--- config.mk ---
export PLATFORM = sky130hd
export DESIGN_NAME = median_double_ended_priority_queue_top
export DESIGN_NICKNAME = d
export VERILOG_FILES = /design/src/rtl/mdepq_pkg.sv /design/src/rtl/mdepq_ctrl.sv /design/src/rtl/mdepq_dpath.sv /design/src/rtl/median_double_ended_priority_queue_top.sv
export SDC_FILE = /design/constraint.sdc
export NUM_CORES = 2
export LEC_CHECK = 0
export BUFFER_PORTS_ARGS = -buffer_cell sky130_fd_sc_hd__buf_2
export CAP_MARGIN = 20
export CORE_MARGIN = 2
export CORE_UTILIZATION = 55
export DETAILED_ROUTE_END_ITERATION = 8
export GPL_ROUTABILITY_DRIVEN = 0
export PLACE_DENSITY = 0.71
export SYNTH_ARGS = -nofsm -noshare
export SYNTH_HDL_FRONTEND = slang
export SYNTH_SLANG_ARGS = --single-unit
--- constraint.sdc ---
create_clock -name clk -period 15.1 [get_ports clk]
set_clock_uncertainty 0.15 [all_clocks]
set_input_delay 4.53 -clock clk [delete_from_list [all_inputs] [get_ports clk]]
set_output_delay 4.53 -clock clk [all_outputs]
set_load 0.02 [all_outputs]
--- src/rtl/mdepq_pkg.sv ---
package mdepq_pkg;

	localparam logic [1:0] KIND_INSERT  = 2'd0;
	localparam logic [1:0] KIND_POP_MIN = 2'd1;
	localparam logic [1:0] KIND_POP_MAX = 2'd2;

	localparam logic [1:0] ST_OK    = 2'd0;
	localparam logic [1:0] ST_EMPTY = 2'd1;
	localparam logic [1:0] ST_FULL  = 2'd2;

	// Read offsets relative to the head of the circular store.
	localparam logic [1:0] OFF_ZERO = 2'd0;
	localparam logic [1:0] OFF_J1   = 2'd1;
	localparam logic [1:0] OFF_MED  = 2'd2;
	localparam logic [1:0] OFF_LAST = 2'd3;

	localparam logic [2:0] CAP_NONE = 3'd0;
	localparam logic [2:0] CAP_REM  = 3'd1;
	localparam logic [2:0] CAP_MIN  = 3'd2;
	localparam logic [2:0] CAP_MED  = 3'd3;
	localparam logic [2:0] CAP_MAX  = 3'd4;
	localparam logic [2:0] CAP_ZERO = 3'd5;

	typedef struct packed {
		logic [1:0]         kind;
		logic signed [31:0] priority_req;
		logic [15:0]        tag;
	} in_word_t;

	typedef struct packed {
		logic [1:0]         status;
		logic signed [31:0] removed_priority;
		logic [15:0]        removed_tag;
		logic [6:0]         count;
		logic signed [31:0] min_priority;
		logic [15:0]        min_tag;
		logic signed [31:0] median_priority;
		logic [15:0]        median_tag;
		logic signed [31:0] max_priority;
		logic [15:0]        max_tag;
	} out_word_t;

	typedef struct packed {
		logic       load;
		logic [1:0] rd_off;
		logic       wr_en;
		logic       wr_new;
		logic       j_dec;
		logic       cnt_inc;
		logic       cnt_dec;
		logic       head_inc;
		logic [2:0] cap;
	} cmd_t;

	typedef struct packed {
		logic [1:0] kind;
		logic       full;
		logic       empty;
		logic       j_zero;
		logic       gt;
	} stat_t;

endpackage

--- src/rtl/mdepq_ctrl.sv ---
module mdepq_ctrl (
	input  logic                clk,
	input  logic                arst_n,
	input  logic                in_valid,
	input  logic [1:0]          in_kind,
	output logic                in_ready,
	output logic                out_valid,
	input  logic                out_ready,
	input  mdepq_pkg::stat_t    stat,
	output mdepq_pkg::cmd_t     cmd
);
	import mdepq_pkg::*;

	localparam logic [3:0] S_IDLE    = 4'd0;
	localparam logic [3:0] S_INS_CHK = 4'd1;
	localparam logic [3:0] S_INS_CMP = 4'd2;
	localparam logic [3:0] S_REM_CAP = 4'd3;
	localparam logic [3:0] S_VIEW0   = 4'd4;
	localparam logic [3:0] S_VIEW1   = 4'd5;
	localparam logic [3:0] S_VIEW2   = 4'd6;
	localparam logic [3:0] S_VIEW3   = 4'd7;
	localparam logic [3:0] S_OUT     = 4'd8;

	logic [3:0] state_q, state_d;

	assign in_ready  = (state_q == S_IDLE);
	assign out_valid = (state_q == S_OUT);

	always_comb begin
		state_d = state_q;
		cmd = '0;
		case (state_q)
			S_IDLE: begin
				if (in_valid) begin
					cmd.load = 1'b1;
					case (in_kind)
						KIND_INSERT:  state_d = stat.full ? S_VIEW0 : S_INS_CHK;
						KIND_POP_MIN: begin
							cmd.rd_off = OFF_ZERO;
							state_d = stat.empty ? S_VIEW0 : S_REM_CAP;
						end
						KIND_POP_MAX: begin
							cmd.rd_off = OFF_LAST;
							state_d = stat.empty ? S_VIEW0 : S_REM_CAP;
						end
						default: state_d = S_VIEW0;
					endcase
				end
			end
			S_INS_CHK: begin
				if (stat.j_zero) begin
					cmd.wr_en = 1'b1;
					cmd.wr_new = 1'b1;
					cmd.cnt_inc = 1'b1;
					state_d = S_VIEW0;
				end else begin
					cmd.rd_off = OFF_J1;
					state_d = S_INS_CMP;
				end
			end
			S_INS_CMP: begin
				cmd.wr_en = 1'b1;
				if (stat.gt) begin
					// Shift the larger entry up one slot and keep scanning down.
					cmd.j_dec = 1'b1;
					state_d = S_INS_CHK;
				end else begin
					cmd.wr_new = 1'b1;
					cmd.cnt_inc = 1'b1;
					state_d = S_VIEW0;
				end
			end
			S_REM_CAP: begin
				cmd.cap = CAP_REM;
				cmd.cnt_dec = 1'b1;
				cmd.head_inc = (stat.kind == KIND_POP_MIN);
				state_d = S_VIEW0;
			end
			S_VIEW0: begin
				if (stat.empty) begin
					cmd.cap = CAP_ZERO;
					state_d = S_OUT;
				end else begin
					cmd.rd_off = OFF_ZERO;
					state_d = S_VIEW1;
				end
			end
			S_VIEW1: begin
				cmd.cap = CAP_MIN;
				cmd.rd_off = OFF_MED;
				state_d = S_VIEW2;
			end
			S_VIEW2: begin
				cmd.cap = CAP_MED;
				cmd.rd_off = OFF_LAST;
				state_d = S_VIEW3;
			end
			S_VIEW3: begin
				cmd.cap = CAP_MAX;
				state_d = S_OUT;
			end
			S_OUT: begin
				if (out_ready) begin
					state_d = S_IDLE;
				end
			end
			default: state_d = S_IDLE;
		endcase
	end

	always_ff @(posedge clk or negedge arst_n) begin
		if (!arst_n) begin
			state_q <= S_IDLE;
		end else begin
			state_q <= state_d;
		end
	end

endmodule

--- src/rtl/mdepq_dpath.sv ---
module mdepq_dpath #(
	parameter int CAPACITY = 64,
	parameter int TAG_BITS = 16
) (
	input  logic                 clk,
	input  logic                 arst_n,
	input  mdepq_pkg::in_word_t  in_word,
	input  mdepq_pkg::cmd_t      cmd,
	output mdepq_pkg::stat_t     stat,
	output mdepq_pkg::out_word_t out_word
);
	import mdepq_pkg::*;

	localparam int AW = (CAPACITY > 1) ? $clog2(CAPACITY) : 1;
	localparam int CW = $clog2(CAPACITY + 1);

	typedef struct packed {
		logic signed [31:0]  prio;
		logic [TAG_BITS-1:0] tag;
	} entry_t;

	entry_t mem [CAPACITY];
	entry_t rdata_q;

	logic [AW-1:0] head_q;
	logic [CW-1:0] count_q;
	logic [CW-1:0] j_q;
	logic [1:0]    kind_q;
	logic signed [31:0]  key_q;
	logic [TAG_BITS-1:0] ntag_q;
	logic [1:0]    status_q;
	entry_t        rem_q, min_q, med_q, max_q;

	logic [CW-1:0] off;
	logic [AW-1:0] raddr, waddr;
	entry_t        wdata;

	function automatic logic [AW-1:0] wrap(input logic [AW-1:0] base, input logic [CW-1:0] ofs);
		logic [AW+CW:0] sum;
		sum = (AW + CW + 1)'(base) + (AW + CW + 1)'(ofs);
		if (sum >= (AW + CW + 1)'(CAPACITY)) begin
			sum = sum - (AW + CW + 1)'(CAPACITY);
		end
		return sum[AW-1:0];
	endfunction

	always_comb begin
		case (cmd.rd_off)
			OFF_ZERO: off = '0;
			OFF_J1:   off = j_q - CW'(1);
			OFF_MED:  off = (count_q - CW'(1)) >> 1;
			OFF_LAST: off = count_q - CW'(1);
			default:  off = '0;
		endcase
	end

	assign raddr = wrap(head_q, off);
	assign waddr = wrap(head_q, j_q);
	assign wdata = cmd.wr_new ? entry_t'{key_q, ntag_q} : rdata_q;

	always_ff @(posedge clk) begin
		if (cmd.wr_en) begin
			mem[waddr] <= wdata;
		end
		rdata_q <= mem[raddr];
	end

	always_ff @(posedge clk or negedge arst_n) begin
		if (!arst_n) begin
			head_q  <= '0;
			count_q <= '0;
		end else begin
			if (cmd.cnt_inc) begin
				count_q <= count_q + CW'(1);
			end else if (cmd.cnt_dec) begin
				count_q <= count_q - CW'(1);
			end
			if (cmd.head_inc) begin
				head_q <= wrap(head_q, CW'(1));
			end
		end
	end

	always_ff @(posedge clk) begin
		if (cmd.load) begin
			kind_q <= in_word.kind;
			key_q  <= in_word.priority_req;
			ntag_q <= TAG_BITS'(in_word.tag);
			j_q    <= count_q;
			rem_q  <= '0;
			if (in_word.kind == KIND_INSERT && count_q == CW'(CAPACITY)) begin
				status_q <= ST_FULL;
			end else if ((in_word.kind == KIND_POP_MIN || in_word.kind == KIND_POP_MAX)
					&& count_q == '0) begin
				status_q <= ST_EMPTY;
			end else begin
				status_q <= ST_OK;
			end
		end else if (cmd.j_dec) begin
			j_q <= j_q - CW'(1);
		end
		case (cmd.cap)
			CAP_REM: rem_q <= rdata_q;
			CAP_MIN: min_q <= rdata_q;
			CAP_MED: med_q <= rdata_q;
			CAP_MAX: max_q <= rdata_q;
			CAP_ZERO: begin
				min_q <= '0;
				med_q <= '0;
				max_q <= '0;
			end
			default: ;
		endcase
	end

	assign stat.kind   = kind_q;
	assign stat.full   = (count_q == CW'(CAPACITY));
	assign stat.empty  = (count_q == '0);
	assign stat.j_zero = (j_q == '0);
	assign stat.gt     = (rdata_q.prio > key_q);

	always_comb begin
		out_word.status           = status_q;
		out_word.removed_priority = rem_q.prio;
		out_word.removed_tag      = 16'(rem_q.tag);
		out_word.count            = 7'(count_q);
		out_word.min_priority     = min_q.prio;
		out_word.min_tag          = 16'(min_q.tag);
		out_word.median_priority  = med_q.prio;
		out_word.median_tag       = 16'(med_q.tag);
		out_word.max_priority     = max_q.prio;
		out_word.max_tag          = 16'(max_q.tag);
	end

endmodule

--- src/rtl/median_double_ended_priority_queue_top.sv ---
// An insert shifts each held entry with a greater priority up one slot before writing the new
// entry (one memory read and one write per shifted entry, single-port read on the sorted
// store); a remove captures its entry first, and error or unused kinds go straight to the view.
// Throughput: one word in flight; the next word is taken after the result is taken.
// Reset: arst_n clears the count, head pointer and controller; the store is not cleared.
module median_double_ended_priority_queue_top #(
	parameter int CAPACITY = 64,
	parameter int TAG_BITS = 16
) (
	input  logic                 clk,
	input  logic                 arst_n,
	input  logic                 in_valid,
	output logic                 in_ready,
	input  mdepq_pkg::in_word_t  in_word,
	output logic                 out_valid,
	input  logic                 out_ready,
	output mdepq_pkg::out_word_t out_word
);
	import mdepq_pkg::*;

	cmd_t  cmd;
	stat_t stat;

	mdepq_ctrl u_ctrl (
		.clk       (clk),
		.arst_n    (arst_n),
		.in_valid  (in_valid),
		.in_kind   (in_word.kind),
		.in_ready  (in_ready),
		.out_valid (out_valid),
		.out_ready (out_ready),
		.stat      (stat),
		.cmd       (cmd)
	);

	mdepq_dpath #(
		.CAPACITY (CAPACITY),
		.TAG_BITS (TAG_BITS)
	) u_dpath (
		.clk      (clk),
		.arst_n   (arst_n),
		.in_word  (in_word),
		.cmd      (cmd),
		.stat     (stat),
		.out_word (out_word)
	);

	a_one_in_flight: assert property (@(posedge clk) disable iff (!arst_n)
		!(in_ready && out_valid)) else $error("input taken while a result is pending");

	a_busy_after_accept: assert property (@(posedge clk) disable iff (!arst_n)
		(in_valid && in_ready) |=> !in_ready) else $error("ready stayed high after accept");

	a_no_overflow: assert property (@(posedge clk) disable iff (!arst_n)
		!(cmd.cnt_inc && stat.full)) else $error("insert into a full store");

	a_no_underflow: assert property (@(posedge clk) disable iff (!arst_n)
		!(cmd.cnt_dec && stat.empty)) else $error("removal from an empty store");

endmodule

Word-level counts from Yosys, hierarchy flattened
Memory sizes are Yosys's and may differ from the RTL's. A register that Yosys moved wholly into a read port is not among the register bits.
Index checks and enable logic that the tools add are counted.
W data, S select, Z words.
{"block": "classes", "bitwise": 0, "n_lt_le_gt_ge": 4, "div": 0, "eq_ne": 22, "n_shift": 0, "reduce_logical": 16, "addsub": 9, "multipliers": 0, "mux": 41}
{"op": "$pmux W48 S2", "n": 3}
{"op": "$mux W48", "n": 3}
{"op": "$pmux W4 S9", "n": 1}
{"op": "$gt A32 B32 Y1", "n": 1}
{"op": "$mux W7", "n": 4}
{"op": "$pmux W7 S4", "n": 1}
{"op": "$mux W3", "n": 6}
{"op": "$mux W6", "n": 3}
{"op": "$sub A6 B1 Y6 const B", "n": 3}
{"op": "$add A6 B7 Y8", "n": 2}
{"op": "$eq A4 B3 Y1 const B", "n": 4}
{"op": "$ge A8 B7 Y1 const B", "n": 2}
{"op": "$pmux W3 S5", "n": 1}
{"op": "$logic_not A7 Y1", "n": 2}
{"op": "$sub A7 B1 Y7 const B", "n": 2}
{"op": "$mux W4", "n": 3}
{"op": "$reduce_bool A2 Y1", "n": 6}
{"op": "$mux W1", "n": 9}
{"op": "$eq A4 B2 Y1 const B", "n": 2}
{"op": "$pmux W2 S4", "n": 1}
{"op": "$pmux W4 S2", "n": 1}
{"op": "$add A6 B1 Y7 const B", "n": 1}
{"op": "$add A7 B1 Y7 const B", "n": 1}
{"op": "$eq A7 B7 Y1 const B", "n": 1}
{"op": "other kinds (19)", "n": 29}
{"block": "word_totals", "in_bits": 54, "out_inout_bits": 203, "mem_count": 1, "word_cells": 109, "mem_bits_rw": 3072, "latch_bits": 0, "mem_bits_ro": 0, "regBits": 268}
{"name": "u_dpath.mem", "depth": 64, "width": 48, "read_ports": 1, "rd_ports_with_merged_regs": 1, "write_ports": 1, "line_no": "mdepq_dpath.sv:22", "text": "entry_t mem [CAPACITY];"}

Longest topological paths before layout
{"block": "depth", "word_depth": 9, "mapped_depth": 20, "depth_no_buf": 18}

Cells and area by module
Synthesis repeated with hierarchy kept, for this count alone.
{"block": "hier_totals", "hier_cells": 6333, "hier_area_um2": 130234.9}
{"module": "mdepq_dpath", "seq_area_each_um2": 101071.9, "area_each_um2": 129745.7, "instances": 1, "cells_each": 6269}
{"module": "mdepq_ctrl", "seq_area_each_um2": 100.1, "area_each_um2": 489.2, "instances": 1, "cells_each": 64}

Least setup slack after synthesis
Ideal clock, no wire load.
{"block": "synth_timing", "path_kind": "input-to-reg", "start": "input in_word[48] (netlist name)", "end": "register, netlist name u_dpath.rdata_q[0]", "t_required_ps": 14813, "n_path_buf": 3, "path_slack_ps": 6635, "t_arrival_ps": 8178, "stages": 17, "setup_ps": 137, "cell_sequence": "inv_1 ha_1 nand3b_1 o21ai_0 nand2_1 o22a_1 o21ai_0 ha_1 inv_1 fa_1 clkbuf_1 clkbuf_1 buf_1 mux4_2 mux4_2 a211oi_1 a31oi_1"}
{"block": "synth_between", "elab_chain_len": 9, "word_cells_on_any_way": 13, "cone_classes": "add/sub: 2; order compare: 1; eq/ne: 4; mux: 5; reduce/logical: 1"}
{"item": "from (decl)", "line_no": "median_double_ended_priority_queue_top.sv:14", "text": "input mdepq_pkg::in_word_t in_word,"}
{"item": "$eq A2 B2 Y1 *", "line_no": "mdepq_ctrl.sv:36", "text": "case (in_kind)"}
{"item": "$mux W2 *", "line_no": "mdepq_ctrl.sv:36"}
{"item": "$mux W3 *", "line_no": "mdepq_ctrl.sv:34", "text": "if (in_valid) begin"}
{"item": "$pmux W2 S4 *", "line_no": "mdepq_ctrl.sv:32", "text": "case (state_q)"}
{"item": "$eq A2 B2 Y1 (tied with other cells)", "line_no": "mdepq_dpath.sv:48", "text": "case (cmd.rd_off)"}
{"item": "$pmux W7 S4 *", "line_no": "mdepq_dpath.sv:48"}
{"item": "$add A6 B7 Y8 *", "line_no": "mdepq_dpath.sv:40", "text": "sum = (AW + CW + 1)'(base) + (AW + CW + 1)'(ofs);"}
{"item": "$ge A8 B7 Y1 / $sub A6 B1 Y6 (equally long branches)", "line_no": "mdepq_dpath.sv:41, mdepq_dpath.sv:42"}
{"item": "$mux W6 *", "line_no": "mdepq_dpath.sv:41", "text": "if (sum >= (AW + CW + 1)'(CAPACITY)) begin"}
Mark *: on every way between the ends. The rest lies on a longest branch, timed or not.
A chain may end at the register's enable or synchronous reset.

Final worst setup path
{"block": "layout_timing", "start": "input in_word[48] (netlist name)", "end": "register, netlist name u_dpath.rdata_q[2]"}
{"block": "layout_between", "elab_chain_len": 9, "word_cells_on_any_way": 13, "cone_classes": "add/sub: 2; order compare: 1; eq/ne: 4; mux: 5; reduce/logical: 1"}
{"item": "$eq A2 B2 Y1 *", "line_no": "mdepq_ctrl.sv:36"}
{"item": "$mux W2 *", "line_no": "mdepq_ctrl.sv:36"}
{"item": "$mux W3 *", "line_no": "mdepq_ctrl.sv:34"}
{"item": "$pmux W2 S4 *", "line_no": "mdepq_ctrl.sv:32"}
{"item": "$eq A2 B2 Y1 (tied with other cells)", "line_no": "mdepq_dpath.sv:48"}
{"item": "$pmux W7 S4 *", "line_no": "mdepq_dpath.sv:48"}
{"item": "$add A6 B7 Y8 *", "line_no": "mdepq_dpath.sv:40"}
{"item": "$ge A8 B7 Y1 / $sub A6 B1 Y6 (equally long branches)", "line_no": "mdepq_dpath.sv:41, mdepq_dpath.sv:42"}
{"item": "$mux W6 *", "line_no": "mdepq_dpath.sv:41"}
Marked as above.

==> reports/results.env <==
CRITICAL-PATH-MAX-STAGE-DELAY_NS=1.27
FINAL-MAX-SLEW-VIOLATION-COUNT=0
SETUP_WS_POST_LAYOUT_NS=5.18
TIMING.SLEW.HEADROOM_PCT=21.5
SEQCELLAREA_MM2=0.101
TIMING.HOLD.WORST.CLASS='reg2reg'
GRT_PASS1_WL_UM=486000
CRITICAL_PATH.SLOWEST_CELL='fa_4'
GRT_REMAINING_OVERFLOW=0
DP_SLACK_NS=4.32
DETAIL_ROUTE.FIRST_PASS.ITERATIONS=8
TIMING.REG2REG.SETUP_SLACK_NS=8.40
STATUS='complete, no violations'
CP_LAUNCH_TYPE='input pin'
SYNTH.NET_COUNT=5528
MULTI_INPUT_COMB_AREA_MM2=0.0271
SYNTHESIS.AREA_PER_INSTANCE_UM2=23.8
LAYOUT_NETS=6059
MAPPEDNETLISTAREA_MM2=0.129
WORSTHOLDSTART='u_dpath.head_q[5]'
ROUTE.VIAS.TOTAL=63750
NUMBER_OF_GLOBAL_ROUTE_VIAS_BEFORE_REPAIR=62014
HOLD-PATH-ENDPOINT='u_dpath.head_q[5]'
CRIT-REG2REG-LAUNCH='u_ctrl.state_q[1]'
PLACEMENTROWS=177
MOST_FREQUENTLY_USED_FLOP_MASTER_AFTER_SYNTHESIS='edfxtp_1'
VDD.IR_DROP.WORST_mV=0.400
AREA.GROWTH.SYNTH_TO_FINAL_PCT=13.4
INITIAL_UTILIZATION_PCT=55.4
DRC_ERRORS=0
CTS_MAX_LEVEL=5
DRT-TOTAL-WL_UM=354000
CTS_TREE='done'
PLACED_CELLS=8705
SYNTH_AREA_LEADER='edfxtp_1'
FP.COREAREA_MM2=0.233
SYNTH_LARGEST_TYPE_AREA_FRACTION_PCT=77.3
YS_ASYNC_SR_FRACTION_PCT=0.502
SYNTHESIS.YOSYS.WARNINGS=0
NUMBER_OF_SYNTHESIZED_REGISTER_BITS=3388
GRT_MAX_DEGREE=143
DETAIL_ROUTE.VIAS_PER_CELL=6.81
RSZ_0062_RAISED_AFTER_GLOBAL_ROUTING='false'
HOLD_BUFFERS=0
SYNTH.LIB_CELLS_USED.DISTINCT=62
POSTROUTEANTENNANETS=0
FILLER_CELL_COUNT=15071
WORST_HOLD_PATH.NUM_CELLS=1
STATIC-LEAKAGE-POWER_nW=46.2
CLOCKROOTBUFFER='clkbuf_16'
SYNTH.AREA.TOP_CELLS='edfxtp_1 77%, mux4_2 17%, dfxtp_1 0.74%'
PORT_BUFS=256
DIE_AREA_MM2=0.239
TIMING_WORST_SLEW_PIN_VALUE_NS=1.18
DETAILED_PLACE_HPWL_UM=186000
SETUP_TOTAL_NEGATIVE_SLACK_NS=0
WORST_R2R_PATH_DEPTH=14
DRT_FIRST_ITER_VIOLATIONS=10763
CP_CELL_SEQUENCE='buf_2, inv_1, ha_1, nand3b_1, o21ai_0, nand2_1, nand4bb_1, o21ai_0, ha_4, inv_1, fa_4, buf_12, buf_4, mux4_2, mux4_2, and2_1, a211oi_1, a31oi_1'
CTS_INSERTED_BUFFERS=344
ROUTE.DETAILED.WL_PER_INST_UM=37.8
TIMING_WORST_SETUP_PATH_TYPE='in2reg'
MAX-CAP-VIOLATIONS=0
FINALNONFILLERCELLS=9368
SYNTH_COMMON_CELLS='3,323 x edfxtp_1, 960 x mux4_2, 146 x and2_1'
FMAX_MHz=101
NUMBER_OF_ANTENNA_VIOLATIONS_AT_THE_FIRST_CHECK_IN_GLOBAL_ROUTING=28
FINAL_CRITICAL_DELAY_INCLUDING_SETUP_AND_EXTERNAL_DELAYS_NS=9.92
NETLIST_INSTANCES=5422
POST_CTS_RESIZED=0
GRT_UTIL_ALL_LAYERS_PCT=29.7
IO_PINS=257
Y_DIMENSION_OF_THE_DIE_UM=489
DIE-WIDTH_UM=489
DRIVE_GT1_SHARE_PCT=32.4
YOSYSMOSTFREQUENTCELL='edfxtp_1'
FINAL_MIN_PERIOD_OVER_CLOCK_PERIOD_PCT=65.7
CRITICAL_PATH_PEAK_FANOUT=86
CRITICAL_PATH_REQUIRED_NS=15.72
FINAL-HOLD-VIOLATION-COUNT=0
WORSTSETUPENDPOINTTYPE='flip-flop'
CTS_BUFFER_DEPTH=4
CLOCK-SINKS=3388
POWERDENSITY_mW_PER_MM2=253
SETUP_VIOL_COUNT_FINAL=0
TIMING.CRITICAL_PATH.ARRIVAL_NS=10.54
COUNT_OF_FLIP_FLOPS_WITH_A_BUILT_IN_ENABLE_AFTER_SYNTHESIS=3323
TOTAL_POWER_CONSUMPTION_mW=37.1
WORST_R2R_ENDPOINT='u_dpath.rdata_q[2]'
CLK_TRANSITION_REPORTED_PATHS_NS=0.06
SYNTH_SEQ_AREA_SHARE_PCT=78.3
CLOCK_LATENCY_NS=0.95
POST_CTS_BUFFERS=0
==> report_power, final <==
| group | total, mW | switching [mW] | internal [mW] |
|---|---|---|---|
| Combinational | 15.8 | 8.56 | 7.25 |
| Sequential | 13.1 | 0.503 | 12.6 |
| Clock | 8.15 | 3.47 | 4.68 |
==> cell usage in the layout (no fill, tap or decap), drive strengths merged, types with 17 or more instances in the layout <==
| cell | netlist | layout |
|---|---|---|
| bufinv | 0 | 26 |
| a21oi | 30 | 30 |
| mux4 | 960 | 960 |
| mux2 | 47 | 47 |
| nand2 | 133 | 133 |
| xnor2 | 25 | 25 |
| buf | 141 | 454 |
| clkinv | 0 | 126 |
| and2 | 146 | 146 |
| diode | 0 | 28 |
| inv | 50 | 55 |
| dfrtp | 17 | 17 |
| nor2 | 99 | 99 |
| a31oi | 50 | 50 |
| ha | 50 | 50 |
| a211oi | 51 | 51 |
| o21ai | 17 | 17 |
| dfxtp | 48 | 48 |
| clkbuf | 129 | 431 |
| edfxtp | 3323 | 3323 |
==> sequential cells by signal, indices dropped and copies added (netlist names) <==
signal / flops
u_ctrl.state_q: 4
u_dpath.count_q: 7
u_dpath.head_q: 6
u_dpath.j_q: 7
u_dpath.key_q: 32
u_dpath.kind_q: 2
u_dpath.mem: 3072
u_dpath.ntag_q: 16
u_dpath.out_word: 192
u_dpath.rdata_q: 48
u_dpath.status_q: 2
==> cell type report <==
type                       instances  area share [%]
inverter                          50           0.129
sequential                      3388            69.1
clock inverter                   171            1.07
antenna                           28          0.0478
multi-input combinational       1714            18.5
clock buffer                     430            6.17
tap                             3132            2.68
timing repair buffer             455            2.33
==> cells by family (layout without fill, tap and decap cells) <==
| group | count (synthesis) | after routing | synth area share, % |
|---|---|---|---|
| DFF | 3388 | 3388 | 78.3 |
| muxes | 1007 | 1007 | 17.2 |
| and+or+nand+nor | 437 | 437 | 1.69 |
| buffers and inverters | 320 | 1106 | 1.12 |
| AOI/OAI and AO/OA | 184 | 184 | 0.951 |
| adders and majority gates | 52 | 52 | 0.515 |
| xor gates and xnor gates | 34 | 34 | 0.231 |
| other | 0 | 28 | 0 |
==> worst max-delay path: cells and delay by family <==
| kind | cells | cell delay [ns] |
|---|---|---|
| adder cells (fa/ha/maj) | 3 | 1.69 |
| buffers and inverters | 5 | 1.56 |
| AO/OA/AOI/OAI | 4 | 0.95 |
| multiplexers | 2 | 0.91 |
| AND/OR/NAND/NOR | 4 | 0.68 |
==> metal layers <==
metal  track usage, %  wire length, µm
met1             41.0           124000
met2             45.8           166000
met3             7.01            45400
met4             13.1            18100
met5                0              209
==> stage by stage <==
step | util, % | cell area [µm²] | hold WS (ns)
final | 62.9 | 146000 | 0.406
after global routing | 62.9 | 146000 | 0.445
after CTS | 62.6 | 146000 | 0.408
after detailed placement | 58.0 | 135000 | 0.398
after global placement | 58.0 | 135000 | 0.374
after floorplan | - | 129000 | 0.345
==> worst max-delay path by stage <==
stage	start	to	slack (ns)	depth (start not counted)
3_5_place_dp	in_word[48]	u_dpath.rdata_q[2]	4.32	18
2_1_floorplan	in_word[48]	u_dpath.rdata_q[0]	6.64	17
5_1_grt	in_word[48]	u_dpath.rdata_q[2]	5.00	18
6_report	in_word[48]	u_dpath.rdata_q[2]	5.18	18
3_3_place_gp	in_word[48]	u_dpath.rdata_q[2]	4.31	18
4_1_cts	in_word[48]	u_dpath.rdata_q[2]	5.29	18
Note: power is estimated with default switching activity, not from simulation.
